===== config.mk =====
export PLATFORM = sky130hd
export DESIGN_NAME = tix_section_pattern_shuffle
export DESIGN_NICKNAME = d
export VERILOG_FILES = /design/src/hw/rtl/tsps_pkg.sv /design/src/hw/rtl/tsps_mod.sv /design/src/hw/rtl/tsps_ctrl.sv /design/src/hw/rtl/tsps_dp.sv /design/src/hw/rtl/tix_section_pattern_shuffle.sv
export VERILOG_INCLUDE_DIRS = /design/src /design/src/hw/rtl
export SDC_FILE = /design/constraint.sdc
export NUM_CORES = 1
export LEC_CHECK = 0
export BUFFER_PORTS_ARGS = -buffer_cell sky130_fd_sc_hd__buf_2
export CORE_ASPECT_RATIO = 2
export CORE_MARGIN = 4
export CORE_UTILIZATION = 42
export CTS_CLUSTER_DIAMETER = 60
export DETAILED_ROUTE_END_ITERATION = 10
export HOLD_SLACK_MARGIN = 0.1
export REMOVE_ABC_BUFFERS = 1
export SLEW_MARGIN = 20
export SYNTH_ARGS = -nofsm -noshare
export SYNTH_HDL_FRONTEND = slang
export SYNTH_SLANG_ARGS = --single-unit

===== constraint.sdc =====
create_clock -name clk -period 8.05 [get_ports clk]
set_input_delay 1.2075 -clock clk [delete_from_list [all_inputs] [get_ports clk]]
set_output_delay 1.2075 -clock clk [all_outputs]
set_load 0.02 [all_outputs]

===== src/hw/rtl/tix_section_pattern_shuffle_macros.svh =====
// Assertion helpers for the section pattern shuffle block.
`ifndef TIX_SECTION_PATTERN_SHUFFLE_MACROS_SVH
`define TIX_SECTION_PATTERN_SHUFFLE_MACROS_SVH

`ifndef SYNTH
// Consequent checked in the same cycle as the antecedent.
`define TSPS_ASSERT_SAME(label, clk, rst, ante, cons) \
  label: assert property (@(posedge clk) disable iff (rst) (ante) |-> (cons)) \
    else $error("tsps: assertion failed");
// Consequent checked in the cycle after the antecedent.
`define TSPS_ASSERT_NEXT(label, clk, rst, ante, cons) \
  label: assert property (@(posedge clk) disable iff (rst) (ante) |=> (cons)) \
    else $error("tsps: assertion failed");
`else
`define TSPS_ASSERT_SAME(label, clk, rst, ante, cons)
`define TSPS_ASSERT_NEXT(label, clk, rst, ante, cons)
`endif

`endif


===== src/hw/rtl/tsps_pkg.sv =====
package tsps_pkg;

  localparam int SEC_W    = 2;
  localparam int CNT_W    = 4;
  localparam int BYTE_W   = 8;
  localparam int LED_W    = 5;
  localparam int OUT_CW   = 3;   // color width kept in state and on the output
  localparam int CLR_W    = 4;   // internal color, holds up to a 16 entry palette
  localparam int DIV_W    = 5;   // divisor of the remainder unit, up to 16
  localparam int NUM_RAND = 8;
  localparam int LIST_DEPTH = 9;
  localparam int LIST_AW  = $clog2(LIST_DEPTH);
  localparam int NUM_SEC  = 4;
  localparam int IN_W     = 80;
  localparam int OUT_W    = 16;

  typedef struct packed {
    logic load;       // capture a request
    logic mod_start;  // start the remainder unit
    logic mod_sel;    // 0: color byte, 1: shuffle byte
    logic color_set;  // take the color remainder
    logic pass_step;  // one step of the color conflict pass
    logic j_set;      // take the swap index remainder
    logic swap_rd;    // read list entries i and j
    logic wr_i;       // write entry i
    logic wr_j;       // write entry j and step i down
    logic out_rd;     // read list entry k
    logic out_load;   // load the output register
    logic out_take;   // output result taken downstream
  } tsps_cmd_t;

  typedef struct packed {
    logic too_big;
    logic mod_done;
    logic pass_last;
    logic step_last;
    logic out_last;
  } tsps_stat_t;

  function automatic logic [CNT_W-1:0] sec_size(input logic [SEC_W-1:0] sec);
    logic [CNT_W-1:0] s;
    unique case (sec)
      2'd0:    s = 4'd9;
      2'd1:    s = 4'd6;
      2'd2:    s = 4'd9;
      default: s = 4'd3;
    endcase
    return s;
  endfunction

  function automatic logic [LED_W-1:0] sec_base(input logic [SEC_W-1:0] sec);
    logic [LED_W-1:0] b;
    unique case (sec)
      2'd0:    b = 5'd0;
      2'd1:    b = 5'd9;
      2'd2:    b = 5'd15;
      default: b = 5'd24;
    endcase
    return b;
  endfunction

endpackage


===== src/hw/rtl/tsps_mod.sv =====
module tsps_mod
  import tsps_pkg::*;
(
  input  logic                clk,
  input  logic                rst,
  input  logic                start,
  input  logic [BYTE_W-1:0]   dividend,
  input  logic [DIV_W-1:0]    divisor,
  output logic                done,
  output logic [CLR_W-1:0]    rem
);

  localparam int BITS_PER_CYC = 4;

  logic              busy;
  logic              phase;
  logic [BYTE_W-1:0] shreg;
  logic [CLR_W-1:0]  part;
  logic [CLR_W-1:0]  part_next;

  // Restoring remainder, four dividend bits per cycle. The partial value
  // stays below the divisor, so it fits in four bits between steps.
  always_comb begin
    logic [DIV_W-1:0] v;
    part_next = part;
    for (int b = 0; b < BITS_PER_CYC; b++) begin
      v = {part_next, shreg[BYTE_W-1-b]};
      if (v >= divisor) begin
        v = v - divisor;
      end
      part_next = v[CLR_W-1:0];
    end
  end

  always_ff @(posedge clk) begin
    if (rst) begin
      busy  <= 1'b0;
      done  <= 1'b0;
      phase <= 1'b0;
    end else begin
      done <= 1'b0;
      if (start) begin
        busy  <= 1'b1;
        phase <= 1'b0;
      end else if (busy) begin
        phase <= ~phase;
        if (phase) begin
          busy <= 1'b0;
          done <= 1'b1;
        end
      end
    end
  end

  always_ff @(posedge clk) begin
    if (start) begin
      shreg <= dividend;
      part  <= '0;
    end else if (busy) begin
      shreg <= shreg << BITS_PER_CYC;
      part  <= part_next;
    end
  end

  assign rem = part;

endmodule


===== src/hw/rtl/tsps_ctrl.sv =====
module tsps_ctrl
  import tsps_pkg::*;
(
  input  logic       clk,
  input  logic       rst,
  input  logic       s_tvalid,
  output logic       s_tready,
  input  logic       m_tready,
  input  tsps_stat_t stat,
  output tsps_cmd_t  cmd
);

  localparam logic [3:0] ST_IDLE  = 4'd0;
  localparam logic [3:0] ST_CMOD  = 4'd1;
  localparam logic [3:0] ST_CWAIT = 4'd2;
  localparam logic [3:0] ST_CPASS = 4'd3;
  localparam logic [3:0] ST_SMOD  = 4'd4;
  localparam logic [3:0] ST_SWAIT = 4'd5;
  localparam logic [3:0] ST_SRD   = 4'd6;
  localparam logic [3:0] ST_SWI   = 4'd7;
  localparam logic [3:0] ST_SWJ   = 4'd8;
  localparam logic [3:0] ST_ORD   = 4'd9;
  localparam logic [3:0] ST_OLD   = 4'd10;
  localparam logic [3:0] ST_OWAIT = 4'd11;

  logic [3:0] state;
  logic [3:0] state_next;

  assign s_tready = (state == ST_IDLE) && !rst;

  always_comb begin
    state_next = state;
    cmd        = '0;
    unique case (state)
      ST_IDLE: begin
        if (s_tvalid && s_tready) begin
          cmd.load   = 1'b1;
          state_next = ST_CMOD;
        end
      end
      ST_CMOD: begin
        // An oversized count gives no result and leaves the state alone.
        if (stat.too_big) begin
          state_next = ST_IDLE;
        end else begin
          cmd.mod_start = 1'b1;
          state_next    = ST_CWAIT;
        end
      end
      ST_CWAIT: begin
        if (stat.mod_done) begin
          cmd.color_set = 1'b1;
          state_next    = ST_CPASS;
        end
      end
      ST_CPASS: begin
        cmd.pass_step = 1'b1;
        if (stat.pass_last) begin
          state_next = ST_SMOD;
        end
      end
      ST_SMOD: begin
        cmd.mod_start = 1'b1;
        cmd.mod_sel   = 1'b1;
        state_next    = ST_SWAIT;
      end
      ST_SWAIT: begin
        cmd.mod_sel = 1'b1;
        if (stat.mod_done) begin
          cmd.j_set  = 1'b1;
          state_next = ST_SRD;
        end
      end
      ST_SRD: begin
        cmd.swap_rd = 1'b1;
        state_next  = ST_SWI;
      end
      ST_SWI: begin
        cmd.wr_i   = 1'b1;
        state_next = ST_SWJ;
      end
      ST_SWJ: begin
        cmd.wr_j   = 1'b1;
        state_next = stat.step_last ? ST_ORD : ST_SMOD;
      end
      ST_ORD: begin
        cmd.out_rd = 1'b1;
        state_next = ST_OLD;
      end
      ST_OLD: begin
        cmd.out_load = 1'b1;
        state_next   = ST_OWAIT;
      end
      ST_OWAIT: begin
        if (m_tready) begin
          cmd.out_take = 1'b1;
          state_next   = stat.out_last ? ST_IDLE : ST_ORD;
        end
      end
      default: begin
        state_next = ST_IDLE;
      end
    endcase
  end

  always_ff @(posedge clk) begin
    if (rst) begin
      state <= ST_IDLE;
    end else begin
      state <= state_next;
    end
  end

endmodule


===== src/hw/rtl/tsps_dp.sv =====
`include "tix_section_pattern_shuffle_macros.svh"

module tsps_dp
  import tsps_pkg::*;
#(
  parameter int PALETTE_SIZE = 8
)
(
  input  logic             clk,
  input  logic             rst,
  input  tsps_cmd_t        cmd,
  output tsps_stat_t       stat,
  input  logic [IN_W-1:0]  s_tdata,
  output logic             m_tvalid,
  output logic [OUT_W-1:0] m_tdata,
  output logic             m_tlast
);

  localparam logic [DIV_W-1:0] COLOR_DIV = DIV_W'(PALETTE_SIZE);
  localparam int RAND_LSB = SEC_W + CNT_W + BYTE_W;

  logic [SEC_W-1:0]   sec;
  logic [CNT_W-1:0]   cnt;
  logic [BYTE_W-1:0]  crand;
  logic [BYTE_W-1:0]  rnd [NUM_RAND];
  logic [CLR_W-1:0]   color;
  logic [OUT_CW-1:0]  slc [NUM_SEC];
  logic [CNT_W-1:0]   k;
  logic [LIST_AW-1:0] i;
  logic [LIST_AW-1:0] j;
  logic [LIST_AW-1:0] mem [LIST_DEPTH];
  logic [LIST_DEPTH-1:0] vld;
  logic [LIST_AW-1:0] rd_a;
  logic [LIST_AW-1:0] rd_b;
  logic               out_valid;
  logic [LED_W-1:0]   out_led;
  logic               out_lit;
  logic [OUT_CW-1:0]  out_color;
  logic               out_last;

  logic [CNT_W-1:0]   size;
  logic [LED_W-1:0]   base;
  logic [2:0]         ridx;
  logic [BYTE_W-1:0]  mod_dividend;
  logic [DIV_W-1:0]   mod_divisor;
  logic               mod_done;
  logic [CLR_W-1:0]   mod_rem;
  logic [LIST_AW-1:0] addr_a;
  logic               hit;
  logic [DIV_W-1:0]   color_inc;
  logic [CLR_W-1:0]   color_bumped;
  logic               k_is_last;

  assign size = sec_size(sec);
  assign base = sec_base(sec);

  // Step at index i uses the random byte number size - i, counted from one.
  assign ridx         = 3'(size - 4'd1 - i);
  assign mod_dividend = cmd.mod_sel ? rnd[ridx] : crand;
  assign mod_divisor  = cmd.mod_sel ? (DIV_W'(i) + 5'd1) : COLOR_DIV;

  tsps_mod u_mod (
    .clk      (clk),
    .rst      (rst),
    .start    (cmd.mod_start),
    .dividend (mod_dividend),
    .divisor  (mod_divisor),
    .done     (mod_done),
    .rem      (mod_rem)
  );

  assign hit          = (color[OUT_CW-1:0] == slc[k[SEC_W-1:0]]);
  assign color_inc    = DIV_W'(color) + 5'd1;
  assign color_bumped = (color_inc >= COLOR_DIV) ? '0 : color_inc[CLR_W-1:0];
  assign k_is_last    = (k == size - 4'd1);

  assign stat.too_big   = (cnt > size);
  assign stat.mod_done  = mod_done;
  assign stat.pass_last = (k[SEC_W-1:0] == sec);
  assign stat.step_last = (i == 4'd1);
  assign stat.out_last  = out_last;

  always_ff @(posedge clk) begin
    if (cmd.load) begin
      sec   <= s_tdata[SEC_W-1:0];
      cnt   <= s_tdata[SEC_W +: CNT_W];
      crand <= s_tdata[SEC_W+CNT_W +: BYTE_W];
      for (int r = 0; r < NUM_RAND; r++) begin
        rnd[r] <= s_tdata[RAND_LSB + r*BYTE_W +: BYTE_W];
      end
    end
    if (cmd.color_set) begin
      color <= mod_rem;
      k     <= '0;
      i     <= LIST_AW'(size - 4'd1);
    end
    if (cmd.pass_step) begin
      if (hit) begin
        color <= color_bumped;
      end
      k <= stat.pass_last ? '0 : k + 4'd1;
    end
    if (cmd.j_set) begin
      j <= mod_rem;
    end
    if (cmd.wr_j) begin
      i <= i - 4'd1;
    end
    if (cmd.out_take) begin
      k <= k + 4'd1;
    end
    if (cmd.out_load) begin
      out_led   <= base + LED_W'(rd_a);
      out_lit   <= (k < cnt);
      out_color <= color[OUT_CW-1:0];
      out_last  <= k_is_last;
    end
  end

  // Shuffle list of local LED offsets. An entry not yet written this
  // request reads as its own address, which is the identity ordering.
  assign addr_a = cmd.out_rd ? k : i;

  always_ff @(posedge clk) begin
    if (cmd.swap_rd || cmd.out_rd) begin
      rd_a <= vld[addr_a] ? mem[addr_a] : addr_a;
      rd_b <= vld[j] ? mem[j] : j;
    end
    if (cmd.wr_i) begin
      mem[i] <= rd_b;
    end else if (cmd.wr_j) begin
      mem[j] <= rd_a;
    end
  end

  always_ff @(posedge clk) begin
    if (rst) begin
      vld       <= '0;
      out_valid <= 1'b0;
      for (int s = 0; s < NUM_SEC; s++) begin
        slc[s] <= '0;
      end
    end else begin
      if (cmd.load) begin
        vld <= '0;
      end else if (cmd.wr_i) begin
        vld[i] <= 1'b1;
      end else if (cmd.wr_j) begin
        vld[j] <= 1'b1;
      end
      if (cmd.out_load) begin
        out_valid <= 1'b1;
        if (k_is_last) begin
          slc[sec] <= color[OUT_CW-1:0];
        end
      end else if (cmd.out_take) begin
        out_valid <= 1'b0;
      end
    end
  end

  assign m_tvalid = out_valid;
  assign m_tlast  = out_last;
  assign m_tdata  = {7'd0, out_color, out_lit, out_led};

  `TSPS_ASSERT_SAME(a_color_range, clk, rst, cmd.pass_step, DIV_W'(color) < COLOR_DIV)
  `TSPS_ASSERT_NEXT(a_swap_in_range, clk, rst, cmd.j_set, j <= i)
  `TSPS_ASSERT_SAME(a_out_free, clk, rst, cmd.out_load, !out_valid)

endmodule


===== src/hw/rtl/tix_section_pattern_shuffle.sv =====
// An accepted request runs the color remainder and the color conflict pass, then one
// shuffle step per LED but the first, then gives its LED results one at a time, each
// held until the output side takes it. A request holds the block until its last
// result is taken; each shuffle step runs the remainder unit, then swaps entries i, j.
// A request whose count exceeds the section size ends with no result.
// Synchronous reset clears the stored section colors to zero and empties the output.
module tix_section_pattern_shuffle
  import tsps_pkg::*;
#(
  parameter int PALETTE_SIZE = 8
)
(
  input  logic             clk,
  input  logic             rst,
  input  logic             s_tvalid,
  output logic             s_tready,
  // section, digit_count, color_rand, shuffle_rand_1 .. shuffle_rand_8, zero pad
  input  logic [IN_W-1:0]  s_tdata,
  output logic             m_tvalid,
  input  logic             m_tready,
  // led_index, lit, color_index, zero pad
  output logic [OUT_W-1:0] m_tdata,
  output logic             m_tlast
);

  tsps_cmd_t  cmd;
  tsps_stat_t stat;

  tsps_ctrl u_ctrl (
    .clk      (clk),
    .rst      (rst),
    .s_tvalid (s_tvalid),
    .s_tready (s_tready),
    .m_tready (m_tready),
    .stat     (stat),
    .cmd      (cmd)
  );

  tsps_dp #(
    .PALETTE_SIZE (PALETTE_SIZE)
  ) u_dp (
    .clk      (clk),
    .rst      (rst),
    .cmd      (cmd),
    .stat     (stat),
    .s_tdata  (s_tdata),
    .m_tvalid (m_tvalid),
    .m_tdata  (m_tdata),
    .m_tlast  (m_tlast)
  );

endmodule


Word-level counts from Yosys, hierarchy flattened
Memories as Yosys holds them, arrays and structs flattened. A register that Yosys moved wholly into a read port is not among the register bits.
Index checks and enable logic that the tools add are counted.

cells by class
  muxes and demuxes = 85
  eq/ne operators = 22
  order comparisons = 12
  reduce and logical (&&, ||, !) cells = 21
  bitwise logic cells = 4
  add/subtract/negate cells = 11

operator list
  cell                 number
  $mux 4               27
  $pmux 4 s12          1
  $mux 1               40
  $mux 8               3
  $ge 5x5->1           4
  $mux 9               2
  $or 9x9->9           2
  $eq 4x3->1 const B   4
  $eq 4x4->1 const B   4
  $sub 4x4->4          4
  $lt 4x5->1 const B   3
  $pmux 5 s3           1
  $add 4x1->5 const B  2
  $bmux 1 s4           2
  $demux 1 s4          2
  $eq 4x1->1 const B   2
  $eq 4x2->1 const B   2
  $ge 4x1->1 const B   2
  $pmux 4 s2           1
  $reduce_bool 2->1    4
  $reduce_or 2->1      4
  $sub 4x1->4 const B  2
  $mux 2               3
  $ne 2x1->1 const B   3
  25 further kinds     31

word-level totals
  bits in registers = 77
  output and inout port bits = 19
  memories kept = 3
  word-level logic and storage cells = 179
  memory bits (writable) = 112

memories
  memory    depth  bits a word  rd ports  clocked after Yosys merged registers in  write ports  RTL line       text
  u_dp.rnd  8      8            1         0                                        8            tsps_dp.sv:25  logic [BYTE_W-1:0] rnd [NUM_RAND];
  u_dp.mem  9      4            2         1                                        1            tsps_dp.sv:31  logic [LIST_AW-1:0] mem [LIST_DEPTH];
  u_dp.slc  4      3            1         1                                        4            tsps_dp.sv:27  logic [OUT_CW-1:0] slc [NUM_SEC];

Depth between registers and ports, before layout
Gate-level depths: netlist (run 1).

  depth after elaboration = 12
  mapped depth = 29

Cells and area by module
A second synthesis (run 1) with hierarchy kept.

unflattened totals
  cells, all modules = 822
  area total of the unflattened synthesis = 10234.8 um^2

by module, submodules not included
  module     seq. area each (um^2)  area an instance (um^2)  instances  cells each
  tsps_dp    5084.9                 8326.7                   1          600
  tsps_mod   380.4                  1473.9                   1          160
  tsps_ctrl  80.1                   434.2                    1          62

Worst setup path after synthesis (run 1)
Ideal clock, no wire load.

  kind = reg2reg
  from = register u_ctrl.state[3]
  to = register u_dp.u_mod.part[1], in the netlist u_dp.u_mod.rem[1]
  setup slack = 2.091 ns
  setup time = 0.117 ns
  data arrival time = 5.842 ns
  data required time = 7.933 ns
  buffers on the path = 2
  stages on the path, launching flop included = 28
  cells stage by stage = dfxtp_1 > buf_2 > nor2_1 > and2_1 > clkbuf_1 > nand2_1 > ha_1 > a21o_1 > a31oi_1 > o21ai_1 > mux2_2 > ha_1 > a21o_1 > a31oi_1 > o21ai_1 > o21ai_0 > inv_1 > ha_1 > a21o_1 > a31oi_1 > o21a_1 > mux2_2 > ha_1 > nand2_1 > o21ai_1 > mux2_2 > mux2i_1 > nor2_1

between the ends
  word-level cells in the longest chain between the ends = 12

RTL lines
  what                                       RTL line                        text
  from (decl)                                tsps_ctrl.sv:26                 logic [3:0] state;
  from (signal assigned)                     tsps_ctrl.sv:110                state <= state_next;
  $eq 4x3->1                                 tsps_ctrl.sv:34                 unique case (state)
  $reduce_or 2->1 (no line)                  -
  $mux 1                                     tsps_ctrl.sv:34
  $mux 5                                     tsps_dp.sv:60                   assign mod_divisor = cmd.mod_sel ? (DIV_W'(i) + 5'd1) : COLOR_DIV;
  $sub 4x4->4 or $ge 5x5->1 (tied branches)  tsps_mod.sv:29, tsps_mod.sv:28
  $mux 4                                     tsps_mod.sv:28                  if (v >= divisor) begin
  $sub 4x4->4 or $ge 5x5->1 (tied branches)  tsps_mod.sv:29, tsps_mod.sv:28
  $mux 4                                     tsps_mod.sv:28
  $ge 5x5->1 or $sub 4x4->4 (tied branches)  tsps_mod.sv:28, tsps_mod.sv:29
  $mux 4                                     tsps_mod.sv:28
  $sub 4x4->4 or $ge 5x5->1 (tied branches)  tsps_mod.sv:29, tsps_mod.sv:28
  $mux 4                                     tsps_mod.sv:28
  to (signal assigned)                       tsps_mod.sv:61                  part <= part_next;
  to (decl)                                  tsps_mod.sv:18                  logic [CLR_W-1:0] part;

Parallel ways exist; a longest one is shown, timed or not.
A chain may end at the register's enable or synchronous reset.

Worst setup path in the final report (run 1)
Same ends and word-level chain as after synthesis.

==> out/qor.txt, run 1 <==
First-pass GRT wire length = 35.7 mm
Site row count = 79
Vias in the first global route = 6780
RSZ-0062 raised after global routing = false
First drt pass iteration count = 4
Part of the power in registers = 40.3%
Hold Crit Class = flip-flop to flip-flop
Wire per inst = 19.2 um
Synth Register Bits = 195
Critical Path End Type = flip-flop
Post-synth top area cell = edfxtp_1
# diodes = 0
Vias = 6372
Clock share of power = 26.3%
Max Cap Viol = 0
Layout cell share with drive strength beyond 1 = 20.8%
YS warnings = 0
Routed Antenna Nets = 0
Outcome = complete, no violations
Internal Power = 2.10 mW
Critical path launch point type = flip-flop
Die X = 117 um
CTS clock-pin slew for the worst setup and hold paths = 70 ps
Tcrit/Tclk final = 87.2%
Worst Setup Path Type = flip-flop to flip-flop
Slowest Stage Delay on Critical Path = 480 ps
CTS sink cnt = 195
Number of flops mapped to enable cells by yosys = 164
Total GRT Usage = 18.3%
Worst vdd ir = 0.252 mV
Post-synth ARST share = 0%
Switching part of the total = 32.4%
CP top delay family = compound AO/OA/AOI/OAI gates
Slew headroom = 32.3%
Initial Util = 42.8%
Final hold vios = 0
Drt total wl = 22.6 mm
# fillers = 2158
CP dominant cell by count = ha_1
Clock Latency Late Sink = 440 ps
DP Wirelength = 17.7 mm
F_max = 142 MHz
Post-CTS Resized = 0
DR vias/cell = 5.42
Max Clock Skew = 10.9 ps
Count leader, synth = edfxtp_1
Slowest cell on crit path = and2_1
Synthesized instance count = 799
Pwr Density = 276 nW/um2
Die ar. = 26500 um2
Largest fanout on the critical path = 17
Final Core Density = 48.1%
Cell area after synthesis = 9990 um2
Post-CTS Hold Buffers = 0
TritonCTS Buffers = 17
Postcts setup bufs = 0
WHS = 471 ps
WP data arrival = 7350 ps
Setup TNS = 0 ps
Fin nets = 1016
Pin count of the biggest net entering global routing = 80
Synth unique cells = 65
Most frequent cells after synthesis = edfxtp_1 (164), nand2_1 (70), nor2_1 (68)
Number of DRC markers in iteration 0 = 274
Dominant synthesized flop cell = edfxtp_1
Htree depth = 4
Static leakage = 4.22 nW
Chip Height = 226 um
Avg Cell Area, Syn = 12.5 um2
P&R area growth vs syn = 12.4%
DRC = 0
Sw Pwr = 1.01 mW
Root buf cell = clkbuf_16
Core footprint = 23300 um2
Grt ovf = 0
Port bufs = 93
Crit path required time = 8380 ps
Initial antenna violation count = 0
Gpl congestion = 0.838
Worst slew pin tran = 1020 ps
Clock buffer depth = 2
Final setup viols = 0
Buf/Inv on CP = 2
Period minus WS final = 7020 ps
Slew Viols, Final = 0
CTS tree = yes
I/O pins = 103
Yosys top cell area share = 49.3%
Synth area leaders = edfxtp_1 (49%), mux4_2 (6.8%), dfxtp_1 (6.2%), ha_1 (5.6%), mux2i_1 (2.9%)
Comb pwr share = 33.5%
Seq/Total Area, Yosys = 55.5%
[per-layer routing]
layer	track usage, %	share of wire, %	vias to the layer above
met5	0	0	-
met4	10.7	4.8	0
met3	3.03	3.2	53
met2	35.7	60	151
met1	16.8	32	3057
li1	-	-	3111
[worst register-to-register path, stage by stage, from the launching register on]
cell	delay [ps]
dfxtp_1	300
buf_4	180
nor2_1	180
and2_1	480
nand2_1	280
ha_1	440
a21o_1	130
a31oi_1	40
o21ai_1	400
mux2_2	400
ha_1	330
a21o_1	200
a31oi_1	140
o21ai_1	190
o21ai_0	400
inv_1	100
ha_1	340
a21o_1	200
a31oi_1	140
o21a_1	290
mux2i_1	380
ha_1	240
nor2_1	50
o2bb2ai_1	110
o21ai_1	400
mux2_2	380
mux2i_1	140
nor2_1	50
[flip-flops by register name (all words and copies together) (netlist names), 2 cells and up, named ones only]
| name | cells |
|---|---|
| u_dp.vld | 9 |
| u_dp.j | 4 |
| u_dp.rd_b | 4 |
| u_dp.rnd | 64 |
| u_dp.k | 4 |
| u_dp.rd_a | 4 |
| u_dp.out_color | 3 |
| u_dp.u_mod.rem | 4 |
| u_dp.mem | 36 |
| u_ctrl.state | 4 |
| u_dp.out_led | 5 |
| u_dp.crand | 8 |
| u_dp.slc | 12 |
| u_dp.color | 4 |
| u_dp.cnt | 4 |
| u_dp.u_mod.shreg | 8 |
| u_dp.i | 4 |
| u_dp.sec | 2 |
[worst paths after layout]
| kind | startpoint | to | slack [ps] | cells past startpoint |
|---|---|---|---|---|
| worst max-delay path | u_ctrl.state[3] | u_dp.u_mod.rem[1] | 1030 | 27 |
| worst max register to register | u_ctrl.state[3] | u_dp.u_mod.rem[1] | 1030 | 27 |
| worst min register to register | u_dp.u_mod.phase | u_dp.u_mod.done | 470 | 2 |
| worst min-delay path | u_dp.u_mod.phase | u_dp.u_mod.done | 470 | 2 |
[cell usage in the layout, fill, tap and decap left out, types with 4 or more instances in the layout]
cell and n:
conb_1 7, mux4_2 30, mux2_2 11, dfxtp_1 31, buf_4 8, fa_1 6
nand2_1 70, a32oi_1 4, o21ai_1 4, and3_1 7, nor2b_1 8, a21oi_1 48
a211oi_1 6, nor2_1 68, inv_1 39, o21ai_0 27, a21o_1 13, and2_1 8
a31oi_1 7, mux2i_1 29, a22oi_1 4, or2_2 4, inv_6 4, nor3_1 13
nand3_1 14, xnor2_1 21, edfxtp_1 164, a221oi_1 6, nand2b_1 15, xor2_1 7
buf_2 93, clkbuf_16 17, ha_1 45
[cells by family (layout without fill, tap and decap cells)]
group / after synthesis / after routing / share of synthesized area, %
AO/OA/AOI/OAI: 140 / 140 / 8.77
XOR/XNOR: 29 / 29 / 2.54
adder cells (fa/ha/maj): 51 / 51 / 6.84
buffers and inverters: 84 / 172 / 3.90
flip-flops: 195 / 195 / 55.5
multiplexers: 76 / 76 / 12.0
other: 1 / 7 / 0.0375
AND/OR/NAND/NOR: 223 / 223 / 10.4
[power by group through the flow]
stage | registers [mW] | logic (mW) | clock network (mW)
final | 1.25 | 1.04 | 0.815
after global placement | 1.27 | 1.04 | 0
after detailed placement | 1.27 | 1.05 | 0
after global routing | 1.26 | 1.20 | 0.870
after floorplan | 1.25 | 0.836 | 0
after CTS | 1.25 | 1.06 | 0.832
[metrics by stage]
stage | power, mW | worst slack (ps) | std cells | cell area (um2)
global route | 3.33 | 284 | 1176 | 11200
floorplan | 2.08 | 2160 | 761 | 9770
CTS | 3.14 | 960 | 1176 | 11200
finish | 3.10 | 1030 | 1176 | 11200
detailed placement | 2.33 | 999 | 1145 | 10700
global placement | 2.31 | 1120 | 1145 | 10700
[area by class of cell]
cell class              count  area, um2  share of cell area [%]
clock buffers              19        433                    3.86
repair buffers            101        526                    4.68
clock inverters            12        125                    1.12
well taps                 283        354                    3.16
inverters                  40        150                    1.34
multi-input cells         526       4090                    36.4
flip-flops and latches    195       5550                    49.4
(Power assumes the default switching activity.)
==> run 2, diff against run 1 <==
--- a/config.mk
+++ b/config.mk
@@ -9,10 +9,12 @@
 export BUFFER_PORTS_ARGS = -buffer_cell sky130_fd_sc_hd__buf_2
 export CORE_ASPECT_RATIO = 2
 export CORE_MARGIN = 4
-export CORE_UTILIZATION = 42
+export CORE_UTILIZATION = 50
 export CTS_CLUSTER_DIAMETER = 60
 export DETAILED_ROUTE_END_ITERATION = 10
+export GPL_ROUTABILITY_DRIVEN = 1
 export HOLD_SLACK_MARGIN = 0.1
+export PLACE_DENSITY = 0.69
 export REMOVE_ABC_BUFFERS = 1
 export SLEW_MARGIN = 20
 export SYNTH_ARGS = -nofsm -noshare
==> out/qor.txt, run 2 (synthesis gave the netlist of run 1 again) <==
Commonest non-fill, non-tap cell in the layout = edfxtp_1
Static leakage = 4.20 nW
Slowest Stage Delay on Critical Path = 420 ps
CP dominant cell by count = ha_1
Placed Cells = 1118
CTS tree = yes
Hold Crit Class = flip-flop to flip-flop
Initial antenna violation count = 0
Worst setup margin = 1120 ps
P&R area growth vs syn = 11.9%
Chip Height = 208 um
Htree depth = 4
DRC = 0
Crit path required time = 8380 ps
Max Clock Skew = 13.4 ps
Post-CTS Resized = 0
Vias in the first global route = 6762
Final Cell Area = 11200 um2
Postcts setup bufs = 0
Top Registers = u_dp.rnd x64, u_dp.mem x36, u_dp.slc x12
Fin nets = 1013
F_max = 144 MHz
Routed Antenna Nets = 0
Internal Power = 2.12 mW
# diodes = 0
First drt pass iteration count = 4
Max Cap Viol = 0
Die ar. = 22400 um2
Clock buffer depth = 2
Wire per inst = 19.1 um
Core footprint = 19500 um2
Final Core Density = 57.4%
Final setup viols = 0
Number of DRC markers in iteration 0 = 275
Place WS = 1150 ps
Total GRT Usage = 20.6%
Comb pwr share = 33.5%
Slowest cell on crit path = and2_1
Gpl congestion = 0.867
Switching part of the total = 31.9%
Pwr Density = 279 nW/um2
Clock share of power = 26.3%
Slew Viols, Final = 0
Tcrit/Tclk final = 86.1%
Flip-flop count of the largest register after layout = 64
Final instance count without filler cells = 1148
Drt total wl = 22.0 mm
R2R depth = 26
Grt ovf = 0
Part of the power in registers = 40.2%
CTS sink cnt = 195
# fillers = 1650
Slew headroom = 33.6%
DP Wirelength = 16.9 mm
Multi-input gate area = 4090 um2
Sw Pwr = 0.994 mW
Storage element area = 5550 um2
Commonest cells after routing, fill and taps aside = edfxtp_1 (164), buf_2 (93), nand2_1 (70), nor2_1 (67), a21oi_1 (48)
Period minus WS final = 6930 ps
DR vias/cell = 5.59
Reg with most FFs = u_dp.rnd
Outcome = complete, no violations
WP data arrival = 7260 ps
Site row count = 72
Root buf cell = clkbuf_16
Port bufs = 93
Die X = 108 um
Worst Setup Path Type = flip-flop to flip-flop
Worst vdd ir = 0.242 mV
Critical path launch point type = flip-flop
Clock Latency Late Sink = 440 ps
Layout cell share with drive strength beyond 1 = 20.5%
CTS clock-pin slew for the worst setup and hold paths = 70 ps
Final hold vios = 0
Critical Path End Type = flip-flop
TritonCTS Buffers = 17
First-pass GRT wire length = 34.9 mm
Post-CTS Hold Buffers = 0
WHS = 471 ps
I/O pins = 103
Largest fanout on the critical path = 17
Placed instance area = 10600 um2
Hold Path Depth = 2
Initial Util = 51.3%
Vias = 6412
Worst slew pin tran = 996 ps
Setup TNS = 0 ps
RSZ-0062 raised after global routing = false
Total chip power = 3.11 mW
Pin count of the biggest net entering global routing = 80
[run 2: cell types whose count changed in the layout (fill, tap and decap cells not counted)]
cell,before,now
buf_4,8,5
bufinv_16,1,2
clkbuf_1,2,1
clkinv_1,0,2
inv_6,4,2
inv_8,1,0
nor2_1,68,67
nor2_2,0,1
[run 2: worst paths after layout]
check / from / endpoint / slack, ps
max: u_ctrl.state[3] / u_dp.u_mod.rem[1] / 1120
max reg2reg: u_ctrl.state[3] / u_dp.u_mod.rem[1] / 1120
min: u_dp.u_mod.phase / u_dp.u_mod.done / 470
min reg2reg: u_dp.u_mod.phase / u_dp.u_mod.done / 470
[run 2: power by group through the flow]
stage                     combinational, mW  clock, mW  sequential [mW]
final                                  1.04      0.818             1.25
after global routing                   1.19      0.884             1.26
after CTS                              1.05      0.829             1.25
after detailed placement               1.05          0             1.27
after global placement                 1.03          0             1.27
after floorplan                       0.836          0             1.25
[run 2: cell type report]
cell class                 instances  share of cell area [%]
clock buffer                      18                    3.84
clock inverter                    12                    1.20
inverter                          40                    1.34
multi-input combinational        526                    36.6
sequential                       195                    49.6
tap                              259                    2.90
timing repair buffer              98                    4.50
[run 2: per-layer routing]
metal | global-route usage (%) | share of wire [%]
met1 | 18.9 | 31
met2 | 40.4 | 59
met3 | 3.49 | 3.7
met4 | 11.9 | 5.6
met5 | 0 | 0
[run 2: worst max-delay path: cells and delay by family (launching register included)]
family / cells / cell delay [ps]
buffers and inverters: 2 / 270
AO/OA/AOI/OAI: 12 / 2670
adder cells (fa/ha/maj): 4 / 1290
AND/OR/NAND/NOR: 4 / 990
multiplexers: 4 / 1290
flip-flops: 1 / 300
